==> config.mk <==
export PLATFORM = sky130hd
export DESIGN_NAME = csc_cell
export DESIGN_NICKNAME = d
export VERILOG_FILES = /design/src/hdl/csc_pkg.sv /design/src/hdl/csc_cell.sv
export SDC_FILE = /design/constraint.sdc
export NUM_CORES = 1
export LEC_CHECK = 0
export ABC_CLOCK_PERIOD_IN_PS = 8900
export BUFFER_PORTS_ARGS = -buffer_cell sky130_fd_sc_hd__buf_2
export CAP_MARGIN = 30
export CORE_AREA = 2 2 138 140
export CTS_CLUSTER_DIAMETER = 40
export CTS_CLUSTER_SIZE = 25
export DETAILED_ROUTE_END_ITERATION = 6
export DIE_AREA = 0 0 140 142
export MAX_ROUTING_LAYER = met4
export PLACE_DENSITY = 0.8
export SETUP_SLACK_MARGIN = 0.3
export SLEW_MARGIN = 25
export SYNTH_ARGS = -nofsm -noshare
export SYNTH_HDL_FRONTEND = slang
export SYNTH_SLANG_ARGS = --single-unit
==> constraint.sdc <==
create_clock -name i_clk -period 8.9 [get_ports i_clk]
set_clock_uncertainty 0.15 [all_clocks]
set_input_delay 1.335 -clock i_clk [delete_from_list [all_inputs] [get_ports i_clk]]
set_output_delay 1.335 -clock i_clk [all_outputs]
set_load 0.005 [all_outputs]
==> src/hdl/csc_pkg.sv <==
package csc_pkg;

    // pi = 2^31, half and quarter pi in the same binary-angle units
    localparam logic [31:0] K_PI         = 32'h8000_0000;
    localparam logic [31:0] K_HALF_PI    = 32'h4000_0000;
    localparam logic [31:0] K_QUARTER_PI = 32'h2000_0000;

    // start vector (1.0, 0.5) with 1.0 at bit 30
    localparam int unsigned K_VEC_W = 33;
    localparam logic signed [K_VEC_W-1:0] K_X0 = 33'sd1073741824;
    localparam logic signed [K_VEC_W-1:0] K_Y0 = 33'sd536870912;

    // pi/4 with 62 fraction bits
    localparam logic [63:0] K_PI4_Q62 = 64'h3243_F6A8_885A_308D;

    localparam int K_ATAN_MAX = 30;

    typedef struct packed {
        logic valid;
        logic swap;
        logic sin_neg;
        logic cos_neg;
    } t_ctl;

    // restoring division, elaboration only
    function automatic logic [63:0] udiv64(input logic [63:0] num, input logic [63:0] den);
        logic [63:0] q;
        logic [63:0] r;
        q = '0;
        r = '0;
        for (int i = 63; i >= 0; i--) begin
            r = {r[62:0], num[i]};
            if (r >= den) begin
                r    = r - den;
                q[i] = 1'b1;
            end
        end
        return q;
    endfunction

    // atan(2^-k) with 62 fraction bits, power series
    function automatic logic [63:0] atan_q62(input int k);
        logic [63:0] t;
        logic [63:0] sum;
        logic [63:0] term;
        int          n;
        t   = 64'd1 << (62 - k);
        sum = t;
        n   = 1;
        for (int i = 0; i < 64; i++) begin
            if (t != 64'd0) begin
                t    = t >> (2 * k);
                term = udiv64(t, 64'(2 * n + 1));
                if (n[0])
                    sum = sum - term;
                else
                    sum = sum + term;
                n = n + 1;
            end
        end
        return sum;
    endfunction

    // atan(2^-k) in binary-angle units, truncated
    function automatic logic [31:0] atan_entry(input int k);
        logic [63:0] r;
        logic [63:0] q;
        r = atan_q62(k);
        q = '0;
        for (int j = 0; j < 29; j++) begin
            r = r << 1;
            q = q << 1;
            if (r >= K_PI4_Q62) begin
                r    = r - K_PI4_Q62;
                q[0] = 1'b1;
            end
        end
        return q[31:0];
    endfunction

    // inverse gain, 1.0 at bit 32
    function automatic logic [31:0] inv_gain(input int iters);
        logic [63:0] g;
        logic [63:0] r;
        logic [63:0] q;
        logic [63:0] num;
        logic [63:0] res;
        logic [63:0] b;
        g = 64'd1 << 62;
        for (int k = 1; k <= K_ATAN_MAX; k++) begin
            if (k <= iters)
                g = g + (g >> (2 * k));
        end
        r = 64'd1 << 62;
        q = '0;
        for (int j = 0; j < 64; j++) begin
            r = r << 1;
            q = q << 1;
            if (r >= g) begin
                r    = r - g;
                q[0] = 1'b1;
            end
        end
        num = q;
        res = '0;
        b   = 64'd1 << 62;
        for (int j = 0; j < 32; j++) begin
            if (b > num)
                b = b >> 2;
        end
        for (int j = 0; j < 32; j++) begin
            if (b != 64'd0) begin
                if (num >= res + b) begin
                    num = num - (res + b);
                    res = (res >> 1) + b;
                end else begin
                    res = res >> 1;
                end
                b = b >> 2;
            end
        end
        return res[31:0];
    endfunction

endpackage

==> src/hdl/csc_cell.sv <==
module csc_cell #(
    parameter int K = 1
) (
    input  logic                                 i_clk,
    input  logic                                 i_rst_n,
    input  logic                                 i_en,
    input  csc_pkg::t_ctl                        i_ctl,
    input  logic signed [31:0]                   i_a,
    input  logic signed [csc_pkg::K_VEC_W-1:0]   i_x,
    input  logic signed [csc_pkg::K_VEC_W-1:0]   i_y,
    output csc_pkg::t_ctl                        o_ctl,
    output logic signed [31:0]                   o_a,
    output logic signed [csc_pkg::K_VEC_W-1:0]   o_x,
    output logic signed [csc_pkg::K_VEC_W-1:0]   o_y
);
    import csc_pkg::*;

    localparam logic signed [31:0] ATAN = $signed(atan_entry(K));

    logic signed [31:0]        n_a;
    logic signed [K_VEC_W-1:0] n_x;
    logic signed [K_VEC_W-1:0] n_y;
    logic signed [K_VEC_W-1:0] x_sh;
    logic signed [K_VEC_W-1:0] y_sh;
    t_ctl                      r_ctl;
    logic signed [31:0]        r_a;
    logic signed [K_VEC_W-1:0] r_x;
    logic signed [K_VEC_W-1:0] r_y;

    always_comb begin
        n_a  = i_a[31] ? (i_a + ATAN) : (i_a - ATAN);
        x_sh = i_x >>> (K + 1);
        y_sh = i_y >>> (K + 1);
        // zero residual counts as positive
        if (!n_a[31]) begin
            n_x = i_x - y_sh;
            n_y = i_y + x_sh;
        end else begin
            n_x = i_x + y_sh;
            n_y = i_y - x_sh;
        end
    end

    always_ff @(posedge i_clk) begin
        if (!i_rst_n) begin
            r_ctl.valid <= 1'b0;
        end else if (i_en) begin
            r_ctl <= i_ctl;
        end
    end

    always_ff @(posedge i_clk) begin
        if (i_en) begin
            r_a <= n_a;
            r_x <= n_x;
            r_y <= n_y;
        end
    end

    assign o_ctl = r_ctl;
    assign o_a   = r_a;
    assign o_x   = r_x;
    assign o_y   = r_y;

endmodule

# ---- Yosys cells after proc, flatten, opt, wreduce, memory -nomap -nowiden
# Index checks and enable logic that the tools add are counted.
dict set report totals {
  register_bits 102
  in_bits 105
  word_cells 17
}
dict set report classes {
  reduce_logical 1
  muxes 3
  addsub 6
}
# op count
set op_table {}
lappend op_table {{adder 33 x 31 -> 33 bit} 2}
lappend op_table {{2-to-1 mux 33 bit} 2}
lappend op_table {{subtractor 33 x 31 -> 33 bit} 2}
lappend op_table {{adder 32 x 30 -> 32 bit (second input constant)} 1}
lappend op_table {{2-to-1 mux 32 bit} 1}
lappend op_table {{subtractor 32 x 30 -> 32 bit (second input constant)} 1}
lappend op_table {{AND reduction 2 bit} 1}

# ---- Depth between registers and ports, before layout
dict set report depth {
  depth_word 3
  mapped_depth 25
  depth_no_buf 23
}

# ---- Worst setup path before layout
# No wires, ideal clock.
dict set report synth_timing {
  path_kind {input to register}
  startpoint {input i_a[31]}
  endpoint {register r_x[32], in the netlist o_x[32] (data pin)}
  arrival_ps 6388
  cell_stages 25
  slack_ps 2102
  required_ps 8490
  n_path_buf 3
  path_cell_list {inv_1 ha_1 a211oi_1 o211ai_1 a211oi_1 o21ai_0 a31oi_1 o21ai_0 a21o_1 buf_2 buf_1 nand2_1 xnor2_1 ha_1 clkbuf_1 a21o_1 a21o_1 a211oi_1 o21bai_1 o31a_1 o22a_1 a221o_1 o31ai_1 a21oi_1 xnor2_1}
}
dict set report synth_via {
  elab_chain_len 3
  elab_cells_between_ends 4
  classes_between {add/sub: 2; mux: 2}
}
# element line_no
set synth_rtl {}
lappend synth_rtl {{start, declared} csc_cell.sv:8} ;# input logic signed [31:0] i_a,
lappend synth_rtl {{subtractor 32 x 30 -> 32 bit / adder 32 x 30 -> 32 bit (equally long branches)} csc_cell.sv:31} ;# n_a = i_a[31] ? (i_a + ATAN) : (i_a - ATAN);
lappend synth_rtl {{2-to-1 mux 32 bit *} csc_cell.sv:31}
lappend synth_rtl {{2-to-1 mux 33 bit *} csc_cell.sv:35} ;# if (!n_a[31]) begin
lappend synth_rtl {{via n_x[32]} csc_cell.sv:21} ;# logic signed [K_VEC_W-1:0] n_x;
lappend synth_rtl {{end signal, assigned} csc_cell.sv:55} ;# r_x <= n_x;
lappend synth_rtl {{end, declared} csc_cell.sv:27} ;# logic signed [K_VEC_W-1:0] r_x;
# Mark *: on every way through the listed nets, which the timed path passes. The rest lies on a longest branch.
# A chain may end at the register's enable or synchronous reset.

# ---- Final worst setup path
dict set report layout_timing {
  startpoint {input i_a[31]}
  endpoint {register r_x[31], in the netlist o_x[31] (data pin)}
}
# Same word-level chain as after synthesis.

==> run metrics <==
FF-to-FF End o_ctl[3]; critical path data required time 8.98 ns; hold_ws 0.386 ns; P_leak around 4.7 nW; Post-synth EDFFs between 100 and 150; Resized Gates After CTS 0; crit end category flip-flop; Die Y 142 um; share of cell area taken by muxes after synthesis less than 1%; worst slew margin relative to its limit 40.2%; data arrival time of the critical path just under 8 ns; Worst Max-Slew Pin Slew around 0.9 ns; crit-path max FO 57; dpl hpwl ~17000 um; fraction of final layout cells sized beyond drive strength 1 a little over a fifth; number of standard-cell rows in the floorplan 50; cell area after synthesis approximately 9000 sq um; combinational power share ~44%; post-synthesis share of cell area spent on and, or, nand and nor gates a little over an eighth; combinational family with the most area after synthesis compound AO/OA/AOI/OAI gates; register-to-register setup slack slightly above 8 ns; CTS buffer count 9; initial antenna violation count 4; Synthesized Nets 1135; outcome finished with violations; wire length of the first global-routing pass about 35000 um; number of warnings reported in the yosys synthesis log 0; final wirelength 22400 um; cells after synthesis just over 900; Die X 140 um; clk sinks 102; final count of negative-setup-slack endpoints 0; H-Tree Level Count 3; achievable clock frequency between 0.1 and 0.15 GHz; top cell type's share of synthesized area between 30% and 40%; master cell of the clock root buffer clkbuf_16; Critical Setup Path Class input port to flip-flop; final standard cell count with taps included and fillers excluded 1381; Setup Slack @ Placement about 0.80 ns; TritonCTS clock tree built; via count of the first global-routing pass between 7000 and 8000; final worst path period share about 87%; share of synthesized area occupied by flip-flops and latches about a third; Initial DRT Pass Iterations 7; total cell area at the placement stage slightly above 10000 sq um; clock share of power between 20% and 30%; total number of nets in the final design approximately 1300; Area Growth Syn to Fin 17.8%; hold-fix buffers at CTS 0; net switching power 0.694 mW; average detailed-routed wire length per instance around 16 um; depth of the worst register-to-register path 2; worst skew pair latency around 0.36 ns; switching power share of the total around a third; unrepaired setup endpoints after global routing no; shortest period the worst path allows around 8 ns; cell-internal power between 1 and 1.5 mW; clock-pin slew of the registers on the worst-case setup and hold paths approximately 0.07 ns; starting density of the core between 40% and 50%; setup TNS 0 ns; average instance area after synthesis 9.65 sq um; instance count after placement with tap cells included 1360; Global Route Usage Sum 22.6%; Hold EP o_ctl[3]; Worst IR Drop VDD 0.000104 V; maximum number of pins on one net before global-route repair 73; ys async rst share 0%; placer's final routability congestion estimate about 0.95; type of the worst min-delay path flip-flop to flip-flop; violated checks DRC; fraction of the mapped netlist area in compound gates 22.6%; XOR/XNOR share of the synthesized area between 10 and 15%; #FFs+latches synth 102; Maximum Capacitance Violations 0; most frequent cells after synthesis edfxtp_1, ha_1, a21oi_1; Power Density between 150 and 200 nW/um^2; I/O Pins between 200 and 250; number of DRC violations after detailed routing 15; core area around 18000 sq um; Setup Fix Bufs, Post-CTS 0; most area-consuming cells after synthesis edfxtp_1, ha_1, xnor2_1, xor2_1, a21o_1; grt total ovfl 0; launch instance of the worst min-delay path o_ctl[3]; share of synthesized cell area in full adder, half adder and majority cells approximately 14%; number of buffers added on ports roughly 200; detailed router's first-iteration violation count approximately 500; number of max-slew violations in the final report 0; overall via count from detail_route 7800; startpoint kind of the worst setup timing path input port; portion of total power attributed to sequential cells 35.8%; smallest setup slack after layout approximately 1.1 ns; Fin. Hold Viols 0; most common cell in the synthesized netlist edfxtp_1; vias per std cell 5.65; Hold Path Cell Cnt 2; count of unique library cells instantiated by Yosys 60; post-route cell area about 11000 sq um; number of nets still failing antenna checks after routing 0; die outline area slightly below 20000 sq um; maximum clock path buffer count 2; cell type with the highest aggregate area in the netlist edfxtp_1; predominant post-synthesis flop cell edfxtp_1; reg-to-reg critical path startpoint o_ctl[3]
[power groups by stage]
stage          Combinational [mW]  Sequential, mW  Clock (mW)
6_report                    0.875           0.714       0.404
2_1_floorplan               0.564           0.741           0
5_1_grt                     0.971           0.726       0.431
4_1_cts                     0.870           0.717       0.415
3_3_place_gp                0.845           0.725           0
3_5_place_dp                0.861           0.725           0
[cell usage in the layout, fill, tap and decap left out, types with 13 or more instances in the layout]
master and n:
xnor2_1 74, o21a_1 14, nor2_1 63, buf_2 205, a21o_1 62, o31ai_1 16, ha_1 96, o21ai_0 72
xor2_1 64, o21bai_1 13, a21oi_1 82, inv_1 34, edfxtp_1 101, nand2_1 48
[routing by layer]
layer	GRT usage [%]	share of wire (%)
met1	29.1	45
met2	36.3	46
met4	8.93	2.8
met3	3.30	6.1
met5	-	0
[sequential cells by signal (all words and copies together) (netlist names)]
register / count
o_a: 32
o_ctl: 4
o_x: 33
o_y: 33
[metrics by stage]
stage	power [mW]	util [%]
2_1_floorplan	1.30	-
3_3_place_gp	1.57	55.7
3_5_place_dp	1.59	55.7
4_1_cts	2.00	57.2
5_1_grt	2.13	57.3
6_report	1.99	57.3
[worst max path at each step]
stage / cells past startpoint / slack (ns) / startpoint / to
2_1_floorplan: 25 / 2.10 / i_a[31] / o_x[32]
3_3_place_gp: 24 / 1.01 / i_a[31] / o_y[29]
3_5_place_dp: 24 / 0.80 / i_a[31] / o_x[20]
4_1_cts: 24 / 1.16 / i_a[31] / o_x[31]
5_1_grt: 24 / 0.42 / i_a[31] / o_x[31]
6_report: 24 / 1.13 / i_a[31] / o_x[31]
[cells by family after synthesis]
logic type	after synthesis
AOI/OAI and AO/OA	315
xor gates and xnor gates	138
adders and majority gates	99
buffers and inverters	48
DFF	102
muxes	3
and+or+nand+nor	226
[worst max-delay path, cell delays in order]
cell and delay [ns]:
buf_2 0.31, clkinvlp_2 0.57, ha_1 0.56, and3_1 0.20, nand2_1 0.06, a21o_1 0.17
o21ai_0 0.23, a31oi_1 0.23, o21ai_0 0.21, a21o_1 0.18, buf_4 0.45, o21ai_0 0.21
xnor2_1 0.17, ha_1 0.33, a21o_1 0.19, a21o_1 0.18, a2111oi_0 0.43, o21ai_0 0.25
a21boi_0 0.31, o21ai_0 0.19, a21oi_1 0.29, o21ai_0 0.22, nor4b_1 0.38, a211o_1 0.15
[layout make-up]
type | count | area [sq um]
Timing Repair Buffer | 208 | 1050
Sequential cell | 102 | 3050
Fill cell | 1639 | 7870
Timing Repair inverter | 1 | 5.00
Tap cell | 234 | 293
Multi-Input combinational cell | 781 | 5750
Antenna cell | 4 | 10.0
Clock inverter | 5 | 58.8
Inverter | 35 | 135
Clock buffer | 11 | 233
Note: power is estimated with default switching activity, not from simulation.
