File: src/hdl/csc_pkg.sv
package csc_pkg;

    // pi = 2^31, half and quarter pi in the same binary-angle units
    localparam logic [31:0] K_PI         = 32'h8000_0000;
    localparam logic [31:0] K_HALF_PI    = 32'h4000_0000;
    localparam logic [31:0] K_QUARTER_PI = 32'h2000_0000;

    // start vector (1.0, 0.5) with 1.0 at bit 30
    localparam int unsigned K_VEC_W = 33;
    localparam logic signed [K_VEC_W-1:0] K_X0 = 33'sd1073741824;
    localparam logic signed [K_VEC_W-1:0] K_Y0 = 33'sd536870912;

    // pi/4 with 62 fraction bits
    localparam logic [63:0] K_PI4_Q62 = 64'h3243_F6A8_885A_308D;

    localparam int K_ATAN_MAX = 30;

    typedef struct packed {
        logic valid;
        logic swap;
        logic sin_neg;
        logic cos_neg;
    } t_ctl;

    // restoring division, elaboration only
    function automatic logic [63:0] udiv64(input logic [63:0] num, input logic [63:0] den);
        logic [63:0] q;
        logic [63:0] r;
        q = '0;
        r = '0;
        for (int i = 63; i >= 0; i--) begin
            r = {r[62:0], num[i]};
            if (r >= den) begin
                r    = r - den;
                q[i] = 1'b1;
            end
        end
        return q;
    endfunction

    // atan(2^-k) with 62 fraction bits, power series
    function automatic logic [63:0] atan_q62(input int k);
        logic [63:0] t;
        logic [63:0] sum;
        logic [63:0] term;
        int          n;
        t   = 64'd1 << (62 - k);
        sum = t;
        n   = 1;
        for (int i = 0; i < 64; i++) begin
            if (t != 64'd0) begin
                t    = t >> (2 * k);
                term = udiv64(t, 64'(2 * n + 1));
                if (n[0])
                    sum = sum - term;
                else
                    sum = sum + term;
                n = n + 1;
            end
        end
        return sum;
    endfunction

    // atan(2^-k) in binary-angle units, truncated
    function automatic logic [31:0] atan_entry(input int k);
        logic [63:0] r;
        logic [63:0] q;
        r = atan_q62(k);
        q = '0;
        for (int j = 0; j < 29; j++) begin
            r = r << 1;
            q = q << 1;
            if (r >= K_PI4_Q62) begin
                r    = r - K_PI4_Q62;
                q[0] = 1'b1;
            end
        end
        return q[31:0];
    endfunction

    // inverse gain, 1.0 at bit 32
    function automatic logic [31:0] inv_gain(input int iters);
        logic [63:0] g;
        logic [63:0] r;
        logic [63:0] q;
        logic [63:0] num;
        logic [63:0] res;
        logic [63:0] b;
        g = 64'd1 << 62;
        for (int k = 1; k <= K_ATAN_MAX; k++) begin
            if (k <= iters)
                g = g + (g >> (2 * k));
        end
        r = 64'd1 << 62;
        q = '0;
        for (int j = 0; j < 64; j++) begin
            r = r << 1;
            q = q << 1;
            if (r >= g) begin
                r    = r - g;
                q[0] = 1'b1;
            end
        end
        num = q;
        res = '0;
        b   = 64'd1 << 62;
        for (int j = 0; j < 32; j++) begin
            if (b > num)
                b = b >> 2;
        end
        for (int j = 0; j < 32; j++) begin
            if (b != 64'd0) begin
                if (num >= res + b) begin
                    num = num - (res + b);
                    res = (res >> 1) + b;
                end else begin
                    res = res >> 1;
                end
                b = b >> 2;
            end
        end
        return res[31:0];
    endfunction

endpackage

File: src/hdl/csc_scale.sv
module csc_scale #(
    parameter int ITERATIONS = 15
) (
    input  logic                                 i_clk,
    input  logic                                 i_rst_n,
    input  logic                                 i_en_mul,
    input  logic                                 i_en_out,
    input  csc_pkg::t_ctl                        i_ctl,
    input  logic signed [csc_pkg::K_VEC_W-1:0]   i_x,
    input  logic signed [csc_pkg::K_VEC_W-1:0]   i_y,
    output logic                                 o_mul_valid,
    output logic                                 o_valid,
    output logic signed [31:0]                   o_sine,
    output logic signed [31:0]                   o_cosine
);
    import csc_pkg::*;

    localparam logic [31:0] GAIN = inv_gain(ITERATIONS);
    localparam int PROD_W = 2 * K_VEC_W;

    logic signed [K_VEC_W-1:0] gain_s;
    logic signed [PROD_W-1:0]  prod_x;
    logic signed [PROD_W-1:0]  prod_y;
    t_ctl                      r_ctl;
    logic [31:0]               r_px;
    logic [31:0]               r_py;
    logic                      r_valid;
    logic [31:0]               r_sine;
    logic [31:0]               r_cosine;
    logic [31:0]               sel_s;
    logic [31:0]               sel_c;
    logic [31:0]               n_sine;
    logic [31:0]               n_cosine;

    assign gain_s = $signed({1'b0, GAIN});
    assign prod_x = i_x * gain_s;
    assign prod_y = i_y * gain_s;

    always_ff @(posedge i_clk) begin
        if (!i_rst_n) begin
            r_ctl.valid <= 1'b0;
        end else if (i_en_mul) begin
            r_ctl <= i_ctl;
        end
    end

    // keep bits 63:32 of the product, so 1.0 lands at bit 30
    always_ff @(posedge i_clk) begin
        if (i_en_mul) begin
            r_px <= prod_x[63:32];
            r_py <= prod_y[63:32];
        end
    end

    always_comb begin
        sel_s    = r_ctl.swap ? r_px : r_py;
        sel_c    = r_ctl.swap ? r_py : r_px;
        n_sine   = r_ctl.sin_neg ? (32'd0 - sel_s) : sel_s;
        n_cosine = r_ctl.cos_neg ? (32'd0 - sel_c) : sel_c;
    end

    always_ff @(posedge i_clk) begin
        if (!i_rst_n) begin
            r_valid <= 1'b0;
        end else if (i_en_out) begin
            r_valid <= r_ctl.valid;
        end
    end

    always_ff @(posedge i_clk) begin
        if (i_en_out) begin
            r_sine   <= n_sine;
            r_cosine <= n_cosine;
        end
    end

    assign o_mul_valid = r_ctl.valid;
    assign o_valid     = r_valid;
    assign o_sine      = $signed(r_sine);
    assign o_cosine    = $signed(r_cosine);

endmodule

File: config.mk
export PLATFORM = sky130hd
export DESIGN_NAME = csc_scale
export DESIGN_NICKNAME = d
export VERILOG_FILES = /design/src/hdl/csc_pkg.sv /design/src/hdl/csc_scale.sv
export SDC_FILE = /design/constraint.sdc
export NUM_CORES = 2
export LEC_CHECK = 0
export ABC_AREA = 1
export BUFFER_PORTS_ARGS = -buffer_cell sky130_fd_sc_hd__buf_2
export CAP_MARGIN = 20
export CORE_MARGIN = 1
export CORE_UTILIZATION = 60
export DETAILED_ROUTE_END_ITERATION = 7
export MAX_ROUTING_LAYER = met4
export PLACE_DENSITY_LB_ADDON = 0.15
export SLEW_MARGIN = 20
export SYNTH_ARGS = -nofsm -noshare
export SYNTH_HDL_FRONTEND = slang
export SYNTH_SLANG_ARGS = --single-unit
File: constraint.sdc
create_clock -name i_clk -period 8.55 [get_ports i_clk]
set_input_delay 0.4275 -clock i_clk [delete_from_list [all_inputs] [get_ports i_clk]]
set_output_delay 0.4275 -clock i_clk [all_outputs]
set_load 0.02 [all_outputs]
[After elaboration in Yosys (flattened, before gate mapping)]
Cells that the tools add are included.
Storage, ports and cells
  flip-flop bits (word level): 133
  output and inout bits: 66
  word-level logic and storage cells: 18
Cells by class
  add/subtract/negate cells: 2
  multipliers: 2
  muxes and demuxes: 4
  reductions and logical operators: 1
Operator list (number)
  multiplier 33 x 33 -> 64 bit (second input constant): 2
  2-to-1 mux 32 bit: 4
  subtractor 1 x 32 -> 32 bit (first input constant): 2
  AND reduction 2 bit: 1

[Depth between registers and ports, before layout]
  word-level depth: 3
  mapped depth: 29

[Worst setup path before layout]
No wires, ideal clock.
  path kind: input -> register
  start: input port i_y[32] (netlist bit)
  end: register r_py[22], data pin
  arrival time: 6.265 ns
  data required time: 8.297 ns
  slack: 2.033 ns
  stages: 22
  cell sequence: clkbuf_1 -> inv_1 -> clkbuf_1 -> fa_1 -> fa_1 -> fa_1 -> inv_1 -> fa_1 -> inv_1 -> fa_1 -> inv_1 -> fa_1 -> ha_1 -> nand2_1 -> nor2_1 -> inv_1 -> nor2_1 -> nand2_1 -> nor4_1 -> nand2_1 -> nand4_1 -> nand2_1
Between the ends
  longest elaborated chain between the ends: 1
RTL lines
  start: declaration: line csc_scale.sv:10  | input logic signed [csc_pkg::K_VEC_W-1:0] i_y,
  multiplier 33 x 33 -> 64 bit: line csc_scale.sv:37  | assign prod_y = i_y * gain_s;
  named net prod_y[54]: line csc_scale.sv:23  | logic signed [PROD_W-1:0] prod_y;
  end signal: assignment: line csc_scale.sv:51  | r_py <= prod_y[63:32];
  end: declaration: line csc_scale.sv:26  | logic [31:0] r_py;
The timed path passes the listed nets, and every way through them passes these cells.
A chain may end at the register's enable or synchronous reset.

[Worst setup path after layout]
  start: input port i_x[10] (netlist bit)
  end: register r_px[23], data pin
Between the ends
  longest elaborated chain between the ends: 1
RTL lines
  start: declaration: line csc_scale.sv:9  | input logic signed [csc_pkg::K_VEC_W-1:0] i_x,
  multiplier 33 x 33 -> 64 bit: line csc_scale.sv:36  | assign prod_x = i_x * gain_s;
  named net prod_x[55]: line csc_scale.sv:22  | logic signed [PROD_W-1:0] prod_x;
  end signal: assignment: line csc_scale.sv:50  | r_px <= prod_x[63:32];
  end: declaration: line csc_scale.sv:25  | logic [31:0] r_px;
The timed path passes the listed nets, and every way through them passes these cells.

==> implementation parameters <==
Parameter                              Value

Critical path
  Worst path max stage delay    0.52 ns
  Worst Setup Start Kind    primary input
  Setup slack of the most critical reg-to-reg path    5.24 ns
  Required time at the endpoint of the critical path    8.77 ns
  Worst R2R Start    r_ctl[2]
  Reg-to-Reg End    o_cosine[28]
  Buffers & Inverters on Critical Path    5
  Crit Path Class    in2reg
  Critical path's top delay family    adder cells
  CP cell instances    buf_2, ha_1, xor2_1, ha_1, a21oi_1, fa_1, inv_1, fa_1, fa_1, fa_1, fa_1, inv_1, fa_1, inv_1, ha_1, nand2_1, nor2_1, inv_1, nor2_1, nand2_1, nor4_1, nand2_1, nand4_1, nand2_1
  Arrival time at the worst endpoint    7.11 ns
  Total stage count of the critical path    24
  Maximum fanout along the worst path    12
  Most frequent CP cell    sky130_fd_sc_hd__fa_1
  Endpoint class of the critical path    flop
  Library cell contributing the largest single delay on the critical path    sky130_fd_sc_hd__fa_1
  Reg2Reg Depth    10

Route
  Drt first-iter violations    3018
  Detailed-router iteration count before antenna repair    8
  Count of unresolved DRC violations after routing    0
  Detailed-route wire length    150000 um
  Number of vias per cell    5.25
  Remaining antenna violation count    0
  Via count of the routed design    39834
  Per-cell routed wire length    19.8 um

Yosys
  Adder and majority gate portion of the synthesized area    57.5%
  Count of distinct cell types in the synthesized netlist    41
  Compound-Gate Fraction of Synth Area    4.34%
  Instance count of the mapped netlist    6271
  Share of the synthesized netlist area taken by xor and xnor gates    2.66%
  Yosys synthesis warning count    0
  Combinational family with the most area after synthesis    adder cells
  Area fraction in and, or, nand and nor cells after synthesis    12.8%
  Mapped Area    52800 um2
  Sequential area share after synthesis    7.53%
  Post-Syn Area per Cell    8.41 um2
  Mux share of post-synthesis cell area    0%
  Synthesis-stage register bit count    133
  Net count after synthesis    8116

Placed design
  Final weighted congestion in routability-driven placement    1.02
  Final HPWL DP    136000 um
  Count of buffers inserted at the top-level ports    139

Die
  Die Y    299 um
  Cell Rows    108
  Top Ports    140
  Core Box Area    86900 um2
  Horizontal die dimension    299 um
  Die Outline Area    89100 um2
  Initial core utilization    60.7%

Global route
  Total grt overflow    0
  First-pass GRT wire length    237000 um
  Total GRT Usage    36.2%
  Antenna violations before repair    0
  Number of global-route vias before repair    41426
  Largest net degree at the start of global routing    121

Timing
  Worst relative slew slack    31.4%
  Clock Skew    0.0170 ns
  Max Fclk    145 MHz
  Final hold violation count    0
  Number of failing setup endpoints in the final timing report    0
  Share of the clock period used by the worst path after layout    80.6%
  Slew at the pin closest to its max-slew limit    1.03 ns
  Setup repair after global routing missed its margin    no
  Final-layout setup total negative slack    0 ns
  Max Transition Viols Final    0
  Min cycle time layout    6.89 ns

Hold path
  Sink of the worst hold path    r_ctl[2]
  Launch instance of the worst min-delay path    i_ctl[2]
  Worst hold path depth    1
  Hold Crit Class    in2reg

Clock tree
  Cts bufs inserted    17
  Buffer cell driving the clock tree root    sky130_fd_sc_hd__clkbuf_16
  Setup repair bufs after CTS    0
  CTS tree    built
  Later-pin clock latency in the skew report    0.46 ns
  # clock sinks    133
  Gates resized, CTS repair    0
  Longest Clk Path Bufs    2
  Depth of the CTS H-tree    4
  Worst-path clk slew    0.07 ns
  Count of hold buffers inserted by post-cts repair    0

Job
  Maxcap violations    0

Layout
  Layout overhead on the synthesized area    5.10%
  Final layout net count    8261
  Layout cell share with drive strength beyond 1    3.47%

Run status
  Run status    complete, no violations
==> layout make-up <==
cell class                 count  area (um2)
antenna                        1        2.50
clock inverter                10         145
clock buffer                  22         474
fill                        7673       31400
timing repair buffer         152         801
inverter                    2090        7850
tap                         1155        1450
multi-input combinational   4022       40800
sequential                   133        3970
==> synth_stat cells (all sizes together) <==
library cell  number  area share (%)
a21o              14            0.20
a21oi            182             1.7
and2               7           0.083
and3               1           0.012
buf               19            0.29
clkbuf             7           0.050
clkinv             1          0.0071
dfxtp              2           0.076
edfxtp           131             7.5
fa              1088              41
ha               683              16
inv             2089              15
nand2           1116             7.9
nand2b             2           0.024
nand3            149             1.4
nand3b             5           0.071
nand4             42            0.50
nor2             300             2.2
nor3              29            0.30
nor3b              1           0.014
nor4               5           0.059
o211ai             2           0.028
o21a               9            0.13
o21ai            184             1.8
o21bai            29            0.41
o22ai              4           0.047
or2               10            0.12
xnor2             69             1.1
xor2              91             1.5
==> registers in the layout, indices dropped and copies added (netlist names) <==
name	flops
o_cosine	32
r_py	32
o_valid	1
o_sine	32
r_ctl	3
o_mul_valid	1
r_px	32
==> routing by layer <==
layer / track usage [%] / part of all wire [%]
met1: 52.3 / 46
met4: 6.65 / 2.1
met2: 54.9 / 44
met5: - / 0
met3: 5.39 / 7.5
==> per-stage QoR <==
stage	util, %	hold slack, ns	setup slack [ns]	cell area (um2)	std cells
after floorplan	-	0.521	2.03	52800	6271
after global placement	63.1	0.454	1.25	54800	7551
after detailed placement	63.1	0.483	1.31	54800	7551
after CTS	63.8	0.143	1.78	55400	7583
after global routing	63.8	0.152	1.42	55400	7584
final	63.8	0.162	1.66	55500	7585
==> logic make-up after synthesis <==
group           after synthesis
compound gates              424
xor+xnor                    160
fa+ha+maj                  1771
buf+inv                    2116
flops                       133
simple gates               1667
==> cell usage in the layout (no fill, tap or decap), types with 7 or more instances in the layout <==
cell type,n
sky130_fd_sc_hd__nor2_1,288
sky130_fd_sc_hd__o21ai_1,37
sky130_fd_sc_hd__o21ai_2,8
sky130_fd_sc_hd__nor3_1,26
sky130_fd_sc_hd__edfxtp_1,131
sky130_fd_sc_hd__o21bai_1,29
sky130_fd_sc_hd__a21oi_1,182
sky130_fd_sc_hd__xnor2_1,69
sky130_fd_sc_hd__nand3_1,148
sky130_fd_sc_hd__ha_1,683
sky130_fd_sc_hd__o21a_1,9
sky130_fd_sc_hd__a21o_1,14
sky130_fd_sc_hd__or2_2,10
sky130_fd_sc_hd__buf_4,12
sky130_fd_sc_hd__nand2_1,1114
sky130_fd_sc_hd__nor2_2,8
sky130_fd_sc_hd__and2_1,7
sky130_fd_sc_hd__nand4_1,42
sky130_fd_sc_hd__clkbuf_16,17
sky130_fd_sc_hd__buf_2,139
sky130_fd_sc_hd__fa_1,1088
sky130_fd_sc_hd__xor2_1,91
sky130_fd_sc_hd__o21ai_0,139
sky130_fd_sc_hd__inv_1,2085
==> worst max path at each step <==
| stage | start | endpoint | slack [ns] |
|---|---|---|---|
| after floorplan | i_y[32] | r_py[22] | 2.03 |
| after global placement | i_x[11] | r_px[23] | 1.25 |
| after detailed placement | i_x[31] | r_px[23] | 1.31 |
| after CTS | i_x[31] | r_px[23] | 1.78 |
| after global routing | i_x[11] | r_px[23] | 1.42 |
| final | i_x[10] | r_px[23] | 1.66 |
Power is left out: the tool's default activity adds up to more than one toggle a clock period on the data nets, which glitch-free logic cannot reach.
