`src/hdl/csc_pkg.sv`:
```
package csc_pkg;

    // pi = 2^31, half and quarter pi in the same binary-angle units
    localparam logic [31:0] K_PI         = 32'h8000_0000;
    localparam logic [31:0] K_HALF_PI    = 32'h4000_0000;
    localparam logic [31:0] K_QUARTER_PI = 32'h2000_0000;

    // start vector (1.0, 0.5) with 1.0 at bit 30
    localparam int unsigned K_VEC_W = 33;
    localparam logic signed [K_VEC_W-1:0] K_X0 = 33'sd1073741824;
    localparam logic signed [K_VEC_W-1:0] K_Y0 = 33'sd536870912;

    // pi/4 with 62 fraction bits
    localparam logic [63:0] K_PI4_Q62 = 64'h3243_F6A8_885A_308D;

    localparam int K_ATAN_MAX = 30;

    typedef struct packed {
        logic valid;
        logic swap;
        logic sin_neg;
        logic cos_neg;
    } t_ctl;

    // restoring division, elaboration only
    function automatic logic [63:0] udiv64(input logic [63:0] num, input logic [63:0] den);
        logic [63:0] q;
        logic [63:0] r;
        q = '0;
        r = '0;
        for (int i = 63; i >= 0; i--) begin
            r = {r[62:0], num[i]};
            if (r >= den) begin
                r    = r - den;
                q[i] = 1'b1;
            end
        end
        return q;
    endfunction

    // atan(2^-k) with 62 fraction bits, power series
    function automatic logic [63:0] atan_q62(input int k);
        logic [63:0] t;
        logic [63:0] sum;
        logic [63:0] term;
        int          n;
        t   = 64'd1 << (62 - k);
        sum = t;
        n   = 1;
        for (int i = 0; i < 64; i++) begin
            if (t != 64'd0) begin
                t    = t >> (2 * k);
                term = udiv64(t, 64'(2 * n + 1));
                if (n[0])
                    sum = sum - term;
                else
                    sum = sum + term;
                n = n + 1;
            end
        end
        return sum;
    endfunction

    // atan(2^-k) in binary-angle units, truncated
    function automatic logic [31:0] atan_entry(input int k);
        logic [63:0] r;
        logic [63:0] q;
        r = atan_q62(k);
        q = '0;
        for (int j = 0; j < 29; j++) begin
            r = r << 1;
            q = q << 1;
            if (r >= K_PI4_Q62) begin
                r    = r - K_PI4_Q62;
                q[0] = 1'b1;
            end
        end
        return q[31:0];
    endfunction

    // inverse gain, 1.0 at bit 32
    function automatic logic [31:0] inv_gain(input int iters);
        logic [63:0] g;
        logic [63:0] r;
        logic [63:0] q;
        logic [63:0] num;
        logic [63:0] res;
        logic [63:0] b;
        g = 64'd1 << 62;
        for (int k = 1; k <= K_ATAN_MAX; k++) begin
            if (k <= iters)
                g = g + (g >> (2 * k));
        end
        r = 64'd1 << 62;
        q = '0;
        for (int j = 0; j < 64; j++) begin
            r = r << 1;
            q = q << 1;
            if (r >= g) begin
                r    = r - g;
                q[0] = 1'b1;
            end
        end
        num = q;
        res = '0;
        b   = 64'd1 << 62;
        for (int j = 0; j < 32; j++) begin
            if (b > num)
                b = b >> 2;
        end
        for (int j = 0; j < 32; j++) begin
            if (b != 64'd0) begin
                if (num >= res + b) begin
                    num = num - (res + b);
                    res = (res >> 1) + b;
                end else begin
                    res = res >> 1;
                end
                b = b >> 2;
            end
        end
        return res[31:0];
    endfunction

endpackage

```
`src/hdl/csc_fold.sv`:
```
module csc_fold (
    input  logic                                 i_clk,
    input  logic                                 i_rst_n,
    input  logic                                 i_en,
    input  logic                                 i_valid,
    input  logic signed [31:0]                   i_angle,
    output csc_pkg::t_ctl                        o_ctl,
    output logic signed [31:0]                   o_a
);
    import csc_pkg::*;

    logic [31:0] mag1;
    logic [31:0] mag2;
    t_ctl        n_ctl;
    logic [31:0] n_a;
    t_ctl        r_ctl;
    logic [31:0] r_a;

    always_comb begin
        mag1          = i_angle[31] ? (32'd0 - i_angle) : i_angle;
        n_ctl.valid   = i_valid;
        n_ctl.sin_neg = i_angle[31];
        // magnitude is unsigned so minus pi folds to zero
        n_ctl.cos_neg = (mag1 > K_HALF_PI);
        mag2          = n_ctl.cos_neg ? (K_PI - mag1) : mag1;
        n_ctl.swap    = (mag2 > K_QUARTER_PI);
        n_a           = n_ctl.swap ? (K_HALF_PI - mag2) : mag2;
    end

    always_ff @(posedge i_clk) begin
        if (!i_rst_n) begin
            r_ctl.valid <= 1'b0;
        end else if (i_en) begin
            r_ctl <= n_ctl;
        end
    end

    always_ff @(posedge i_clk) begin
        if (i_en) begin
            r_a <= n_a;
        end
    end

    assign o_ctl = r_ctl;
    assign o_a   = $signed(r_a);

endmodule

```
`config.mk`:
```
export PLATFORM = sky130hd
export DESIGN_NAME = csc_fold
export DESIGN_NICKNAME = d
export VERILOG_FILES = /design/src/hdl/csc_pkg.sv /design/src/hdl/csc_fold.sv
export SDC_FILE = /design/constraint.sdc
export NUM_CORES = 1
export LEC_CHECK = 0
export BUFFER_PORTS_ARGS = -buffer_cell sky130_fd_sc_hd__buf_2
export CAP_MARGIN = 20
export CORE_ASPECT_RATIO = 0.9
export CORE_MARGIN = 10
export CORE_UTILIZATION = 35
export CTS_BUF_LIST = sky130_fd_sc_hd__clkbuf_4
export CTS_CLUSTER_DIAMETER = 200
export DETAILED_ROUTE_END_ITERATION = 16
export HOLD_SLACK_MARGIN = 0.05
export MAX_ROUTING_LAYER = met4
export RECOVER_POWER = 25
export SYNTH_ARGS = -nofsm -noshare
export SYNTH_HDL_FRONTEND = slang
export SYNTH_SLANG_ARGS = --single-unit
```
`constraint.sdc`:
```
create_clock -name i_clk -period 6.5 [get_ports i_clk]
set_clock_uncertainty 0.2 [all_clocks]
set_input_delay 0.975 -clock i_clk [delete_from_list [all_inputs] [get_ports i_clk]]
set_output_delay 0.975 -clock i_clk [all_outputs]
set_load 0.01 [all_outputs]
```
# == Word-level counts from Yosys, hierarchy flattened ==
# Index checks and enable logic that the tools add are counted.
# op_classes
add_sub_neg,3
order_cmp,2
muxes,3
reduce_logical,1
# ops
operator,count
$mux 32,3
$gt 32x30->1 const B,1
$gt 32x31->1 const B,1
$sub 1x32->32 const A,1
$sub 31x32->32 const A,1
$sub 32x32->32 const A,1
$reduce_and 2->1,1
# word_totals
ff_bits,36
output_inout_bits,36

# == Logic depth before layout (Yosys ltp) ==
# Gate-level depths: netlist of the first run.
# depth
ltp_word,6
depth_mapped,20
ltp_nobuf,17

# == Worst setup path before layout of the first run ==
# OpenSTA, ideal clock, no wires.
# synth_timing
path_kind,in2reg
from,input i_angle[0]
to,"register r_a[21] (netlist: o_a[21]), data pin"
t_arrival_ns,5.251
slack_ns,0.786
path_stages,19
n_path_buf,4
path_cell_list,buf_2 > inv_1 > ha_1 > or3b_1 > buf_2 > o41ai_4 > xnor2_1 > or4_1 > or3_1 > nor4_2 > buf_4 > nand2_4 > a221oi_4 > o2111a_2 > and4_1 > a21o_2 > buf_6 > nor2_1 > xor2_1
# synth_via
elab_chain_cells,6
elab_cells_between_ends,8
classes_between,3 x add/sub; 2 x order compare; 3 x mux
# synth_rtl
item,line,source
start: declaration,csc_fold.sv:6,"input logic signed [31:0] i_angle,"
$sub 1x32->32,csc_fold.sv:20,mag1 = i_angle[31] ? (32'd0 - i_angle) : i_angle;
$mux 32 *,csc_fold.sv:20,
$sub 32x32->32 or $gt 32x31->1 (tied branches),"csc_fold.sv:25, csc_fold.sv:24",
$mux 32 *,csc_fold.sv:25,mag2 = n_ctl.cos_neg ? (K_PI - mag1) : mag1;
$sub 31x32->32 or $gt 32x30->1 (tied branches),"csc_fold.sv:27, csc_fold.sv:26",
$mux 32 *,csc_fold.sv:27,n_a = n_ctl.swap ? (K_HALF_PI - mag2) : mag2;
net n_a[21],csc_fold.sv:15,logic [31:0] n_a;
end signal: assignment,csc_fold.sv:40,r_a <= n_a;
end: declaration,csc_fold.sv:17,logic [31:0] r_a;
# The timed path passes the listed nets; every way through them passes the cells marked *.
# A chain may end at the register's enable or synchronous reset.

# == Worst setup path in the final report of the first run ==
# layout_timing
from,input i_angle[0]
to,"register r_a[13] (netlist: o_a[13]), data pin"
# Same word-level chain as after synthesis.

==> metrics.cfg, run 1 <==
[status]
status=finished with violations
violations=max-capacitance violations, max-slew violations

[sta]
timing.final.crit_period_ps=5880
finalSetupViolCount=0
final_max_slew_viol_count=35
worst_slew_pin_slew_ps=1740
finalWorstSetupSlack_ps=615
final.period_utilization_pct=90.5
relSlewSlack_pct=-16.2
grt_setup_unrepaired=false
fmax_mhz=170
tns_ps=0
hold_viol_final=0

[logic_synthesis]
synth_area_mm2=0.00467
synth_ff_type=edfxtp_1
ys_seq_area_share_pct=23.0
syn-num-nets=631
ys_warn_count=0
synth-seq-cells=36
synth_edf_count=35
synth-async-reset-ratio_pct=0
yosysUniqueCellTypes=78
syn_inst=593
syn_avg_cell_area_um2=7.87

[global_routing]
grt_first_pass_wirelength_mm=25.4
grt_pass1_vias=4593
antenna_found_initial=1
grt_start_max_net_pins=36
track_usage_pct=17.3
overflow=0

[critical_path]
path_common_cell=nor3_1
critPathCaptureType=register
required_ps=6470
crit_path_start_kind=input port
cp_slowest_stage_delay_ps=620
critPathLaunch=i_angle[0]
r2r-end=o_ctl[3]
crit_fanout=14
critical_path_class=input port to register
worstRegToRegCells=2
crit_family=simple AND/OR/NAND/NOR gates
worstSetupPathDepth=17
regToRegSetupSlack_ps=5690
crit_buf_inv=4
worstPathArrival_ps=5850
slowest_stage=or4_1
path_cells=buf_2 > clkbuf_1 > nor4_2 > and4_1 > o2111ai_2 > or4_1 > or3_1 > buf_4 > nor3_1 > nor2_1 > o32ai_1 > o311ai_2 > nor3_1 > a21o_2 > buf_12 > a31oi_1 > xnor2_1
critPathCapture=o_a[13]
timing.rr.start=o_ctl[3]

[power_and_ir_drop]
leakage_nw=1.96
powerDensity_mw_per_mm2=167
report.power.total_mw=0.911
ir_worst_vdd_uv=75.9

[cts]
cts_resized=0
cts_max_level=2
cts_setup_buffers=0
tritoncts=yes
numClockSinks=36
ctsHoldBuffers=0
clock_path_buffers=2
cts.reportedPaths.clkPinSlew_ps=110
clock_latency_ps=360
numCtsBuffers=5
root_buffer=clkbuf_4

[floorplan]
start_util_pct=36.2
num_rows=39
fp.dieH_um=130
die_w_um=142
io_pins=72
core_mm2=0.0129
dieArea_mm2=0.0184

[layout]
synthToLayoutAreaGrowth_pct=17.2
drive_above_1_share_pct=22.0
final_area_mm2=0.00547
fill_cells=1387
nets=724

[placed_design]
dpl_cell_area_mm2=0.00541
hpwl_mm=13.2
io_buffers=71
gp_congestion=1.00
place_ws_ps=326

[route]
routedWlPerCell_um=18.6
ant_nets=0
via_per_inst=5.89
first_pass_iters=5
num_vias=5015
drc_errors=0
drt-total-wl_mm=15.9
drt_iter0_markers=363

[run]
maxCapViolCount=1

[hold_path]
hp-class=register to register

-- tightest hold or removal path, delay by kind of cell, from the launching register on --
family	cells	cell delay, ps
muxes	1	60
DFF	1	340
and+or+nand+nor	1	90
-- logic make-up after synthesis --
family | count (synthesis) | synth area share (%)
AO/OA/AOI/OAI | 154 | 23.9
XOR/XNOR | 72 | 13.5
adder cells (fa/ha/maj) | 2 | 0.536
buffers and inverters | 39 | 4.13
flip-flops | 36 | 23.0
multiplexers | 6 | 1.39
AND/OR/NAND/NOR | 284 | 33.6
-- power by group --
| part | switching (mW) | leakage (nW) | internal [mW] | total [mW] |
|---|---|---|---|---|
| logic | 0.274 | 1.58 | 0.185 | 0.459 |
| clock network | 0.0744 | 0.0293 | 0.0453 | 0.120 |
| registers | 0.0107 | 0.349 | 0.321 | 0.332 |
-- placed cells by master (no fill, tap or decap), types with 6 or more instances in the layout --
| cell type | netlist | routed |
|---|---|---|
| nand3_1 | 20 | 20 |
| a31oi_1 | 9 | 9 |
| xnor2_1 | 48 | 48 |
| and3_1 | 6 | 6 |
| clkbuf_4 | 0 | 6 |
| nor2b_1 | 11 | 11 |
| nand2_1 | 40 | 40 |
| o31ai_1 | 9 | 9 |
| and2_1 | 11 | 11 |
| nor4_1 | 21 | 21 |
| nand2b_1 | 11 | 11 |
| or2_2 | 6 | 6 |
| nand4_1 | 16 | 16 |
| nor3_1 | 27 | 27 |
| a21oi_1 | 31 | 31 |
| o21a_1 | 8 | 8 |
| or3_1 | 11 | 11 |
| buf_2 | 7 | 70 |
| o21ai_0 | 28 | 28 |
| inv_1 | 7 | 7 |
| and4_1 | 6 | 6 |
| xor2_1 | 24 | 24 |
| buf_4 | 2 | 42 |
| or4_1 | 7 | 7 |
| edfxtp_1 | 35 | 35 |
| nor2_1 | 67 | 67 |
-- per-stage QoR --
step / utilization [%] / hold slack [ps] / std cells
3_5_place_dp: 42.0 / 308 / 843
3_3_place_gp: 42.0 / 292 / 843
2_1_floorplan: - / 338 / 593
6_report: 42.4 / 325 / 852
5_1_grt: 42.4 / 338 / 852
4_1_cts: 42.5 / 329 / 851
-- state kept, by name, summed over array words and instances, names as in the netlist --
signal,cells
o_a,32
o_ctl,4
-- Yosys cell counts (4+ instances only) --
cell	count	area share (%)
mux2_2	4	0.97
o21ai_0	28	3.0
buf_6	4	0.97
a41oi_1	5	0.94
o21ai_1	5	0.54
o31ai_1	9	1.4
or3_1	11	1.5
clkbuf_1	13	1.0
inv_1	7	0.56
nand2_1	40	3.2
xnor2_1	48	9.0
nor4_2	5	1.3
buf_2	7	0.75
a31oi_1	9	1.2
o21a_1	8	1.3
and4_1	6	1.1
edfxtp_1	35	23
and3_1	6	0.80
o211ai_1	4	0.64
a21oi_1	31	3.3
or4_1	7	1.1
or2_2	6	0.80
nand2b_1	11	1.5
nor3b_1	5	0.80
nor2_1	67	5.4
xor2_1	24	4.5
nor3_1	27	2.9
a21o_1	4	0.64
nand4_1	16	2.1
nor2b_1	11	1.5
nand3_1	20	2.1
a211oi_1	5	0.80
nor4_1	21	2.8
and2_1	11	1.5
-- worst min-delay path by stage --
stage,from,to,slack (ps),depth (start not counted)
final,o_ctl[3],o_ctl[3],320,2
after global routing,o_ctl[3],o_ctl[3],340,2
after detailed placement,o_ctl[3],o_ctl[3],310,2
after CTS,o_ctl[3],o_ctl[3],330,2
after global placement,o_ctl[3],o_ctl[3],290,2
after floorplan,o_ctl[3],o_ctl[3],340,2
-- layout make-up --
type                       count  area [um2]  share of cell area, %
clock inverter                 2        11.3                  0.206
sequential                    36        1070                   19.6
multi-input combinational    518        3400                   62.2
inverter                      10        37.5                  0.686
antenna                        1        2.50                 0.0458
timing repair buffer         115         693                   12.7
tap                          164         205                   3.75
clock buffer                   6        45.0                  0.824
-- per-layer routing --
layer	wire length [um]	GRT usage [%]	vias up
met5	0	-	-
met4	162	4.02	0
met3	929	1.72	11
met2	6880	25.4	177
met1	7910	25.0	2377
li1	-	-	2450
Power figures use the tool's default switching activity.
==> run 2, diff against run 1 <==
Settings changed: CELL_PAD_IN_SITES_DETAIL_PLACEMENT set to 0, CELL_PAD_IN_SITES_GLOBAL_PLACEMENT set to 1, CTS_BUF_LIST sky130_fd_sc_hd__clkbuf_4 to sky130_fd_sc_hd__clkbuf_8, PLACE_DENSITY_LB_ADDON set to 0.1.
==> metrics.cfg, run 2 (synthesis gave the netlist of run 1 again) <==
[sta]
fmax_mhz=166
hold_slack_ps=337
tns_ps=0
timing.final.crit_period_ps=6030
worst_slew_pin_slew_ps=1770
finalSetupViolCount=0
final.period_utilization_pct=92.8
final_max_slew_viol_count=35
hold_viol_final=0
relSlewSlack_pct=-18.1
grt_setup_unrepaired=false

[layout]
layout_common_cells=buf_2, nor2_1, buf_4
seqCellArea_mm2=0.00107
drive_above_1_share_pct=22.8
fin_cells=858
largest_reg_flops=32
nets=731
final_common_cell=buf_2
final_util_pct=43.2
fill_cells=1370
synthToLayoutAreaGrowth_pct=19.4
antennaDiodeCount=0
multi_input_area_mm2=0.00340
final_area_mm2=0.00557

[power_and_ir_drop]
ir_worst_vdd_uv=71.4
p_comb_share_pct=46.9
clkPwrFrac_pct=19.5
powerDensity_mw_per_mm2=177
p_seq_share_pct=33.6
p_switching_mw=0.365
p_sw_share_pct=37.0
internal_power_mw=0.622
leakage_nw=2.02

[run]
maxCapViolCount=1

[floorplan]
io_pins=72
die_w_um=142
fp.dieH_um=130
core_mm2=0.0129
num_rows=39
dieArea_mm2=0.0184
start_util_pct=36.2

[critical_path]
slowest_stage=o32ai_1
critical_path_class=input port to register
crit_fanout=14
worstPathArrival_ps=5850
crit_buf_inv=3
crit_path_start_kind=input port
path_cells=buf_2 > inv_1 > ha_1 > or3b_1 > o21ai_0 > xnor2_1 > nor4_2 > nand3_1 > nor2_1 > mux2_2 > o32ai_1 > o311ai_2 > nor3_1 > a21o_2 > buf_4 > a21oi_1 > xor2_1
critPathCaptureType=register
cp_slowest_stage_delay_ps=610
crit_family=simple AND/OR/NAND/NOR gates
regToRegSetupSlack_ps=5680
required_ps=6320

[cts]
ctsHoldBuffers=0
cts_max_level=2
numClockSinks=36
clock_path_buffers=2
cts_setup_buffers=0
cts_resized=0
numCtsBuffers=5
root_buffer=clkbuf_8
cts.reportedPaths.clkPinSlew_ps=80
clock_latency_ps=290
tritoncts=yes

[route]
num_vias=4985
via_per_inst=5.81
drt_iter0_markers=303
drt-total-wl_mm=16.3
ant_nets=0
routedWlPerCell_um=19.0
drc_errors=0
first_pass_iters=5

[status]
status=finished with violations
violations=max-capacitance violations, max-slew violations

[placed_design]
dpl_cell_area_mm2=0.00547
io_buffers=71
gp_congestion=0.931
dp_cells=850
hpwl_mm=13.6

[global_routing]
antenna_found_initial=0
grt_first_pass_wirelength_mm=25.5
grt_pass1_vias=4501
track_usage_pct=17.5
overflow=0
grt_start_max_net_pins=35

[hold_path]
hp-class=register to register

-- run 2: power groups by stage --
stage	registers [mW]	logic [mW]	clock network, mW
3_5_place_dp	0.337	0.463	0
3_3_place_gp	0.336	0.464	0
6_report	0.332	0.463	0.192
4_1_cts	0.332	0.464	0.196
5_1_grt	0.337	0.508	0.205
2_1_floorplan	0.365	0.268	0
-- run 2: stage by stage --
step	total power, mW	worst slack, ps
after CTS	0.993	485
after global placement	0.799	229
final	0.987	465
after floorplan	0.633	786
after global routing	1.05	112
after detailed placement	0.800	187
-- run 2: area by class of cell --
type | instances | share of cell area [%]
Multi-Input combinational cell | 518 | 61.1
Clock inverter | 3 | 0.764
Tap cell | 164 | 3.68
Clock buffer | 5 | 1.24
Sequential cell | 36 | 19.2
Timing Repair Buffer | 122 | 13.4
Inverter | 10 | 0.674
-- run 2: layer usage --
layer  part of all wire [%]  track usage [%]  wire (um)
met1                     52             25.6       8470
met2                     42             25.1       6800
met3                    5.7             2.34        934
met4                   0.79             3.12        129
met5                      0                -          0
-- run 2: tightest hold or removal path, cell delays in order, from the launching register on --
cell and delay, ps:
dfxtp_1 320, mux2i_1 120, nor2b_1 60
-- run 2: worst paths after layout --
| path | start | end | depth (start not counted) |
|---|---|---|---|
| setup / recovery | i_angle[0] | o_a[10] | 17 |
| hold / removal | o_ctl[3] | o_ctl[3] | 2 |
| setup reg to reg | o_ctl[3] | o_ctl[3] | 2 |
| hold reg to reg | o_ctl[3] | o_ctl[3] | 2 |
